File: config.mk
export PLATFORM = sky130hd
export DESIGN_NAME = ubx_frame_encoder
export DESIGN_NICKNAME = d
export VERILOG_FILES = /design/src/hw/rtl/ubx_fe_pkg.sv /design/src/hw/rtl/ubx_fe_msg_queue.sv /design/src/hw/rtl/ubx_fe_serializer.sv /design/src/hw/rtl/ubx_frame_encoder.sv
export SDC_FILE = /design/constraint.sdc
export NUM_CORES = 1
export LEC_CHECK = 0
export BUFFER_PORTS_ARGS = -buffer_cell sky130_fd_sc_hd__buf_2
export CORE_ASPECT_RATIO = 0.8
export CORE_MARGIN = 4
export CORE_UTILIZATION = 30
export CTS_BUF_LIST = sky130_fd_sc_hd__clkbuf_8
export DETAILED_ROUTE_END_ITERATION = 10
export GPL_ROUTABILITY_DRIVEN = 0
export GPL_TIMING_DRIVEN = 0
export PLACE_DENSITY = 0.54
export SETUP_SLACK_MARGIN = 0.3
export SLEW_MARGIN = 20
export SYNTH_ARGS = -nofsm -noshare
export SYNTH_HDL_FRONTEND = slang
export SYNTH_SLANG_ARGS = --single-unit
File: constraint.sdc
create_clock -name clk -period 8.8 [get_ports clk]
set_clock_uncertainty 0.2 [all_clocks]
set_input_delay 0.88 -clock clk [delete_from_list [all_inputs] [get_ports clk]]
set_output_delay 0.88 -clock clk [all_outputs]
set_load 0.005 [all_outputs]
File: src/hw/rtl/ubx_fe_pkg.sv
package ubx_fe_pkg;

  // one message as it arrives
  typedef struct packed {
    logic        [7:0]  msg_class;
    logic        [7:0]  msg_id;
    logic signed [15:0] word0;
    logic signed [15:0] word1;
    logic signed [15:0] word2;
    logic signed [15:0] word3;
    logic signed [15:0] word4;
    logic signed [15:0] word5;
  } in_t;

  // one frame byte as it leaves
  typedef struct packed {
    logic [7:0] frame_byte;
    logic       last_byte;
  } out_t;

  localparam int unsigned BODY_LEN = 18;
  localparam int unsigned CNT_W    = 5;

  localparam logic [7:0]       SYNC_FIRST  = 8'hB5;
  localparam logic [7:0]       SYNC_SECOND = 8'h62;
  localparam logic [15:0]      PAYLOAD_LEN = 16'd12;

  // byte positions inside the frame
  localparam logic [CNT_W-1:0] SUM_FIRST_IDX = 5'd2;
  localparam logic [CNT_W-1:0] SUM_LAST_IDX  = 5'd17;
  localparam logic [CNT_W-1:0] CK_A_IDX      = 5'd18;
  localparam logic [CNT_W-1:0] CK_B_IDX      = 5'd19;

endpackage

File: src/hw/rtl/ubx_fe_msg_queue.sv
module ubx_fe_msg_queue (
  input  logic            clk,
  input  logic            rst_n,
  input  logic            wr_valid,
  input  ubx_fe_pkg::in_t wr_data,
  output logic            full,
  output logic            rd_valid,
  output ubx_fe_pkg::in_t rd_data,
  input  logic            rd_pop
);

  ubx_fe_pkg::in_t mem_r [2];
  logic            wr_ptr_r, wr_ptr_nxt;
  logic            rd_ptr_r, rd_ptr_nxt;
  logic [1:0]      count_r,  count_nxt;
  logic            push, pop;

  assign full     = (count_r == 2'd2);
  assign rd_valid = (count_r != 2'd0);
  assign rd_data  = mem_r[rd_ptr_r];

  assign push = wr_valid && !full;
  assign pop  = rd_pop && rd_valid;

  always_comb begin
    wr_ptr_nxt = push ? !wr_ptr_r : wr_ptr_r;
    rd_ptr_nxt = pop  ? !rd_ptr_r : rd_ptr_r;
    count_nxt  = count_r;
    if (push && !pop) begin
      count_nxt = count_r + 2'd1;
    end else if (pop && !push) begin
      count_nxt = count_r - 2'd1;
    end
  end

  always_ff @(posedge clk) begin
    if (push) begin
      mem_r[wr_ptr_r] <= wr_data;
    end
  end

  always_ff @(posedge clk) begin
    if (!rst_n) begin
      wr_ptr_r <= 1'b0;
      rd_ptr_r <= 1'b0;
      count_r  <= 2'd0;
    end else begin
      wr_ptr_r <= wr_ptr_nxt;
      rd_ptr_r <= rd_ptr_nxt;
      count_r  <= count_nxt;
    end
  end

endmodule

File: src/hw/rtl/ubx_fe_serializer.sv
module ubx_fe_serializer (
  input  logic             clk,
  input  logic             rst_n,
  input  logic             msg_valid,
  input  ubx_fe_pkg::in_t  msg_data,
  output logic             msg_pop,
  output logic             out_valid,
  output ubx_fe_pkg::out_t out_data,
  input  logic             out_stall
);

  logic [ubx_fe_pkg::CNT_W-1:0] cnt_r, cnt_nxt;
  logic [7:0]                   sum_a_r, sum_a_nxt;
  logic [7:0]                   sum_b_r, sum_b_nxt;
  logic                         out_valid_r, out_valid_nxt;
  ubx_fe_pkg::out_t             out_data_r, out_data_nxt;
  logic [7:0]                   body [ubx_fe_pkg::BODY_LEN];
  logic [7:0]                   cur_byte;
  logic                         advance;
  logic                         in_sum;
  logic                         at_end;

  // header and payload bytes of the frame at the queue head
  always_comb begin
    body[0]  = ubx_fe_pkg::SYNC_FIRST;
    body[1]  = ubx_fe_pkg::SYNC_SECOND;
    body[2]  = msg_data.msg_class;
    body[3]  = msg_data.msg_id;
    body[4]  = ubx_fe_pkg::PAYLOAD_LEN[7:0];
    body[5]  = ubx_fe_pkg::PAYLOAD_LEN[15:8];
    body[6]  = msg_data.word0[7:0];
    body[7]  = msg_data.word0[15:8];
    body[8]  = msg_data.word1[7:0];
    body[9]  = msg_data.word1[15:8];
    body[10] = msg_data.word2[7:0];
    body[11] = msg_data.word2[15:8];
    body[12] = msg_data.word3[7:0];
    body[13] = msg_data.word3[15:8];
    body[14] = msg_data.word4[7:0];
    body[15] = msg_data.word4[15:8];
    body[16] = msg_data.word5[7:0];
    body[17] = msg_data.word5[15:8];
  end

  assign advance = msg_valid && (!out_valid_r || !out_stall);
  assign at_end  = (cnt_r == ubx_fe_pkg::CK_B_IDX);
  assign in_sum  = (cnt_r >= ubx_fe_pkg::SUM_FIRST_IDX) &&
                   (cnt_r <= ubx_fe_pkg::SUM_LAST_IDX);
  assign msg_pop = advance && at_end;

  always_comb begin
    if (cnt_r == ubx_fe_pkg::CK_A_IDX) begin
      cur_byte = sum_a_r;
    end else if (at_end) begin
      cur_byte = sum_b_r;
    end else begin
      cur_byte = body[cnt_r];
    end
  end

  always_comb begin
    cnt_nxt       = cnt_r;
    sum_a_nxt     = sum_a_r;
    sum_b_nxt     = sum_b_r;
    out_valid_nxt = out_valid_r && out_stall;
    out_data_nxt  = out_data_r;
    if (advance) begin
      out_valid_nxt           = 1'b1;
      out_data_nxt.frame_byte = cur_byte;
      out_data_nxt.last_byte  = at_end;
      if (at_end) begin
        cnt_nxt   = '0;
        sum_a_nxt = 8'd0;
        sum_b_nxt = 8'd0;
      end else begin
        cnt_nxt = cnt_r + 5'd1;
        if (in_sum) begin
          sum_a_nxt = sum_a_r + cur_byte;
          sum_b_nxt = sum_b_r + sum_a_r + cur_byte;
        end
      end
    end
  end

  always_ff @(posedge clk) begin
    out_data_r <= out_data_nxt;
  end

  always_ff @(posedge clk) begin
    if (!rst_n) begin
      cnt_r       <= '0;
      sum_a_r     <= 8'd0;
      sum_b_r     <= 8'd0;
      out_valid_r <= 1'b0;
    end else begin
      cnt_r       <= cnt_nxt;
      sum_a_r     <= sum_a_nxt;
      sum_b_r     <= sum_b_nxt;
      out_valid_r <= out_valid_nxt;
    end
  end

  assign out_valid = out_valid_r;
  assign out_data  = out_data_r;

  // byte counter never runs past the second checksum
  a_cnt_range: assert property (@(posedge clk) disable iff (!rst_n)
    cnt_r <= ubx_fe_pkg::CK_B_IDX)
    else $error("byte counter out of range");

  // a frame in progress keeps its message at the queue head
  a_msg_held: assert property (@(posedge clk) disable iff (!rst_n)
    cnt_r != '0 |-> msg_valid)
    else $error("message lost mid frame");

  // the flagged byte closes the frame and rewinds the counter
  a_last_rewinds: assert property (@(posedge clk) disable iff (!rst_n)
    out_valid_r && out_data_r.last_byte |-> cnt_r == '0 && sum_a_r == 8'd0)
    else $error("last byte without counter rewind");

  // sums are clear whenever a frame starts
  a_sums_clear: assert property (@(posedge clk) disable iff (!rst_n)
    cnt_r <= ubx_fe_pkg::SUM_FIRST_IDX |-> sum_a_r == 8'd0 && sum_b_r == 8'd0)
    else $error("checksum not cleared at frame start");

endmodule

File: src/hw/rtl/ubx_frame_encoder.sv
// the message beat is first written into the queue, then its first frame byte is registered onto out_data
// throughput: one frame byte per cycle while out_stall is low and a message is queued, with
//   the twenty bytes each frame takes on the one-byte output
// the two-entry message queue takes a new message while a frame is going out
// reset (rst_n low, synchronous) empties the queue and rewinds the byte counter
module ubx_frame_encoder (
  input  logic             clk,
  input  logic             rst_n,
  input  logic             in_valid,
  input  ubx_fe_pkg::in_t  in_data,
  output logic             in_stall,
  output logic             out_valid,
  output ubx_fe_pkg::out_t out_data,
  input  logic             out_stall
);

  // front: message beats land in a short queue
  logic            q_full;
  logic            q_valid;
  logic            q_pop;
  ubx_fe_pkg::in_t q_data;

  // input side stalls only when both queue entries are taken
  assign in_stall = q_full;

  ubx_fe_msg_queue u_queue (
    .clk      (clk),
    .rst_n    (rst_n),
    .wr_valid (in_valid),
    .wr_data  (in_data),
    .full     (q_full),
    .rd_valid (q_valid),
    .rd_data  (q_data),
    .rd_pop   (q_pop)
  );

  // back: walks the 20 frame bytes of the head message, folding the
  // fletcher sums as class through payload go by, pops at the last byte
  ubx_fe_serializer u_serializer (
    .clk       (clk),
    .rst_n     (rst_n),
    .msg_valid (q_valid),
    .msg_data  (q_data),
    .msg_pop   (q_pop),
    .out_valid (out_valid),
    .out_data  (out_data),
    .out_stall (out_stall)
  );

endmodule

[After elaboration in Yosys (flattened, before gate mapping)]
Memory sizes are Yosys's and may differ from the RTL's. A register that Yosys moved wholly into a read port is not among the register bits.
Index checks and enable logic that the tools add are counted.
Operators by class
  add/subtract/negate cells: 6
  magnitude comparators: 3
  eq/ne operators: 3
  muxes and demuxes: 17
  bitwise operators: 1
  reduce and logical (&&, ||, !) cells: 20
Operator list (count)
  $mux W8: 8
  $bmux W8 S5: 1
  $add A8 B8 Y8: 3
  $eq A5 B5 Y1 const B: 2
  $logic_and A1 B1 Y1: 8
  $logic_not A1 Y1: 7
  $ge A6 B6 Y1 const B: 1
  $not A5 Y6: 1
  $reduce_bool A2 Y1: 3
  $add A5 B1 Y5 const B: 1
  $ge A5 B2 Y1 const B: 1
  $le A5 B5 Y1 const B: 1
  $mux W1: 5
  $mux W5: 1
  $mux W2: 2
  $add A2 B1 Y2 const B: 1
  $eq A2 B2 Y1 const B: 1
  $reduce_and A2 Y1: 1
  $sub A2 B1 Y2 const B: 1
  $logic_or A1 B1 Y1: 1
Storage, ports and cells
  bits in registers: 35
  RAM bits: 224
  input port bits: 116
  logic and storage cells: 60
  memories kept: 1
Memory list
  u_queue.mem_r: words 2, bits a word 112, rd ports 1, clocked after memory_dff 1, write ports 1, line ubx_fe_msg_queue.sv:12  | ubx_fe_pkg::in_t mem_r [2];

[Longest topological paths before layout]
  depth in word-level cells: 9
  mapped depth: 20

[By module]
A second synthesis with hierarchy kept.
Second synthesis, totals
  cells, all modules: 732
  area total of the unflattened synthesis: 11546.1 µm²
By module, submodules not included
  ubx_fe_msg_queue: instances 1, cells each 373, area each 8336.7 µm², seq. area each 6826.5 µm²
  ubx_fe_serializer: instances 1, cells each 359, area each 3209.3 µm², seq. area each 710.7 µm²

[Least setup slack after synthesis]
No wires, ideal clock.
  path kind: in2reg
  start point: input port in_valid
  end point: memory u_queue.mem_r[0][0] (netlist bit), enable pin
  library setup time: 0.585 ns
  arrival time: 5.635 ns
  required time: 8.015 ns
  slack: 2.380 ns
  stages on the path: 2
  path buffers: 0
  path through: nand2_1 > nor2_1
Between the ends
  cells in the longest elaborated chain, start to end: 3
Ends and longest elaborated chain
  start, declared: line ubx_frame_encoder.sv:9  | input logic in_valid,
  $logic_and A1 B1 Y1: line ubx_fe_msg_queue.sv:22  | assign push = wr_valid && !full;
  $mux W1: line ubx_fe_msg_queue.sv:37  | if (push) begin
  $mux W1 (implied by the code): line ubx_fe_msg_queue.sv:38  | mem_r[wr_ptr_r] <= wr_data;
  end, declared: line ubx_fe_msg_queue.sv:12
Every way passes these cells.

[Worst setup path after layout]
  start point: register u_serializer.cnt_r[2] (netlist bit)
  end point: register u_serializer.sum_b_r[7]
Between the ends
  cells in the longest elaborated chain, start to end: 9
  elaborated cells between the ends (all ways): 16
  classes of those cells: add/sub: 1; order compare: 2; eq/ne: 2; mux: 7; bitwise: 1; reduce/logical: 3
Ends and longest elaborated chain
  start, declared: line ubx_fe_serializer.sv:12  | logic [ubx_fe_pkg::CNT_W-1:0] cnt_r, cnt_nxt;
  start signal, assigned: line ubx_fe_serializer.sv:96  | cnt_r <= cnt_nxt;
  $not A5 Y6 (implied by the code): line ubx_fe_serializer.sv:57  | cur_byte = body[cnt_r];
  $bmux W8 S5: line ubx_fe_serializer.sv:57
  $mux W8 (implied by the code) (2 in series): line ubx_fe_serializer.sv:57
  $mux W8: line ubx_fe_serializer.sv:54  | end else if (at_end) begin
  $mux W8 (*): line ubx_fe_serializer.sv:52  | if (cnt_r == ubx_fe_pkg::CK_A_IDX) begin
  named net u_serializer.cur_byte[2]: line ubx_fe_serializer.sv:18  | logic [7:0] cur_byte;
  $add A8 B8 Y8 (*): line ubx_fe_serializer.sv:79  | sum_b_nxt = sum_b_r + sum_a_r + cur_byte;
  $mux W8 (*): line ubx_fe_serializer.sv:77  | if (in_sum) begin
  $mux W8 (*): line ubx_fe_serializer.sv:71  | if (at_end) begin
  end signal, assigned: line ubx_fe_serializer.sv:98  | sum_b_r <= sum_b_nxt;
  end, declared: line ubx_fe_serializer.sv:14  | logic [7:0] sum_b_r, sum_b_nxt;
The timed path passes the listed nets; every way through them passes the cells marked *. The select of a mux whose other input is x is not followed.
A chain may end at the register's enable or synchronous reset.

==> metrics.txt <==
switching share of power=0.2735; Critical Path RT=9.05 ns; final worst slack=3.074 ns; global route total overflow=0; prevailing post-synth register cell=edfxtp_1; Critical Path AT=5.98 ns; Syn Area/Cell=17.33 µm²; endpoints failing setup=0; DR vias=6269; Worst Setup Path Type=reg -> reg; Internal=0.002258 W; Global Route Usage Sum=0.1323; IO Port Bufs=125; Post-synth EDFFs=233; Yosys cell types=52; Vert. Die Dim=178.9 µm; peak supply drop=107.3 µV; top cells by instance count after synthesis=233 x edfxtp_1, 56 x mux4_2, 34 x nand2_1; Psw=0.0008500 W; Power Dens Cells=236.2 mW/mm²; worst r2r src=u_serializer.cnt_r[2]; status=finished clean; drt wl/cell=19.81 µm; largest net degree at the start of global routing=47; CTS root buf=clkbuf_8; Seq pwr share=0.488; die footprint=0.03965 mm²; remaining antenna violation count=0; CTS tree=done; Hold-fix buffers, CTS=0; Worst Setup End Kind=flip-flop; #FFs+latches synth=260; Logic pwr share=0.188; Detail Placement HPWL=18430 µm; core area=0.03599 mm²; layout cells sized above 1=0.3183; Worst Setup SP=u_serializer.cnt_r[2]; setup bufs post-CTS=0; pre-CTS WS=3.106 ns; Yosys warnings=0; site row count=62; Num CTS Buffers=43; Max FO, Critical Path=10; Worst-path clk slew=0.06 ns; Fin Hold WS=0.2820 ns; die width=221.6 µm; most frequent cell after synthesis=edfxtp_1; clock buffer depth=3; Final #Nets=951; clock latency on the worst-skew pair=0.57 ns; Mapped Nets=774; setup TNS=0 ns; Max Cap Viol=0; synth top area cells=edfxtp_1 64%, mux4_2 12%, dfxtp_1 4.9%, ha_1 1.9%, fa_1 1.6%; first-pass GRT wire length=39560 µm; power share of the clock group=0.323; cell taking the most area after synthesis=edfxtp_1; DP Area=0.01235 mm²; Leakage=4.580 nW; post_cts resized=0; Placed Instances=1244; H-tree depth=2; Finished Cell Area=0.01316 mm²; Synth Cell Area=0.01095 mm²; clock sinks=260; Pre-antenna DRT Iters=5; type of element launching the critical path=flip-flop; First DRT Iteration DRCs=403; vias per std cell=4.738; endpoints failing hold=0; synthesized instance count=632; vias in the first global route=6531; hold crit path type=reg -> reg; relative slew slack=0.3055; Starting Density=0.3043; DR DRC count=0; post-synthesis sequential area ratio=0.6882; final wirelength=26210 µm; Tcrit/Tclk final=0.6507; antenna violations before repair=14; Layout area overhead=20.15%; startpoint of the worst hold path=u_serializer.out_valid; top-area cell type share of the netlist area=0.6389; ys async rst share=0; Pins Over Slew Limit=0; RSZ-0062 raised after global routing=no; Max Clk Rate=0.1746 GHz; Final min period=5.727 ns; Worst Tran Pin Value=1.042 ns; I/O pins=127; Non-Filler Instances=1323
[kinds of logic (layout without fill, tap and decap cells)]
group | Yosys count | after routing | synth area share
xor+xnor | 15 | 15 | 0.01200
simple gates | 112 | 112 | 0.04878
buf+inv | 48 | 258 | 0.02102
mux | 75 | 75 | 0.1334
fa+ha+maj | 26 | 26 | 0.03587
compound gates | 96 | 96 | 0.06067
flops | 260 | 260 | 0.6882
other cells | 0 | 1 | 0
[cell type report]
class	instances	area (µm²)
Tap cell	480	600.6
Fill cell	3480	22840
Inverter	15	56.30
Sequential cell	260	7537
Clock inverter	34	197.7
Clock buffer	44	605.6
Multi-Input combinational cell	324	3197
Timing Repair Buffer	132	788.3
Antenna cell	1	2.502
Buffer	33	173.9
[flip-flops by register name, indices dropped and copies added (netlist names), named ones only]
| register | count |
|---|---|
| u_queue.mem_r | 224 |
| u_serializer.out_data | 9 |
| u_serializer.sum_a_r | 8 |
| u_serializer.sum_b_r | 8 |
| u_serializer.cnt_r | 5 |
| u_queue.count_r | 2 |
| u_queue.rd_ptr_r | 1 |
| u_queue.wr_ptr_r | 1 |
| u_serializer.out_valid | 1 |
[power by group through the flow]
stage,sequential (W),combinational [W],clock (W)
after floorplan,0.00155,0.000379,0
after CTS,0.00152,0.000595,0.00104
after global placement,0.00157,0.000559,0
after global routing,0.00153,0.000648,0.00111
after detailed placement,0.00154,0.000590,0
final,0.00152,0.000585,0.00101
[metrics by stage]
| stage | utilization | total power [W] |
|---|---|---|
| global placement | 0.3383 | 0.002126 |
| CTS | 0.3655 | 0.003158 |
| finish | 0.3656 | 0.003108 |
| floorplan | - | 0.001925 |
| global route | 0.3655 | 0.003284 |
| detailed placement | 0.3432 | 0.002134 |
[worst max-delay path, stage by stage (launching register included)]
cell and delay [ns]:
dfxtp_1 0.38, buf_1 0.69, buf_2 0.41, buf_1 0.53
mux4_2 0.47, o221ai_1 0.23, o21ai_0 0.24, fa_1 0.63
inv_1 0.07, fa_1 0.47, nor2b_1 0.13, o21ai_0 0.12
a21boi_0 0.35, nor4_1 0.09, a311oi_1 0.35, xor2_1 0.18
o21ai_1 0.07
[metal layers]
layer  share of wire  track usage  wire length (µm)  up-vias
met2            0.44       0.1961             11440      201
li1                -            -                 -     2883
met3           0.081      0.05189              2122       72
met1            0.45       0.1817             11890     3085
met5          0.0068            0               179        -
met4           0.022      0.03797               579       28
[final timing paths]
path | cells after the start | slack [ns] | endpoint
min reg2reg | 2 | 0.28 | u_serializer.out_valid
max reg2reg | 16 | 3.07 | u_serializer.sum_b_r[7]
max | 16 | 3.07 | u_serializer.sum_b_r[7]
min | 2 | 0.28 | u_serializer.out_valid
[placed cells by master, fill, tap and decap left out, types with 6 or more instances in the layout]
cell type	n
o21ai_0	15
xnor2_1	10
a21oi_1	14
a211oi_1	6
mux4_2	56
nand3_1	18
a21boi_0	13
inv_1	26
mux2_2	7
fa_1	9
ha_1	17
clkinv_1	12
dfxtp_1	27
mux2i_1	11
nand2_1	34
buf_2	132
clkinv_2	7
clkbuf_1	14
and2_1	10
nor2b_1	10
clkbuf_8	44
o31ai_1	8
nor2_1	21
edfxtp_1	233
No activity file was read; power rests on OpenSTA's default activity.
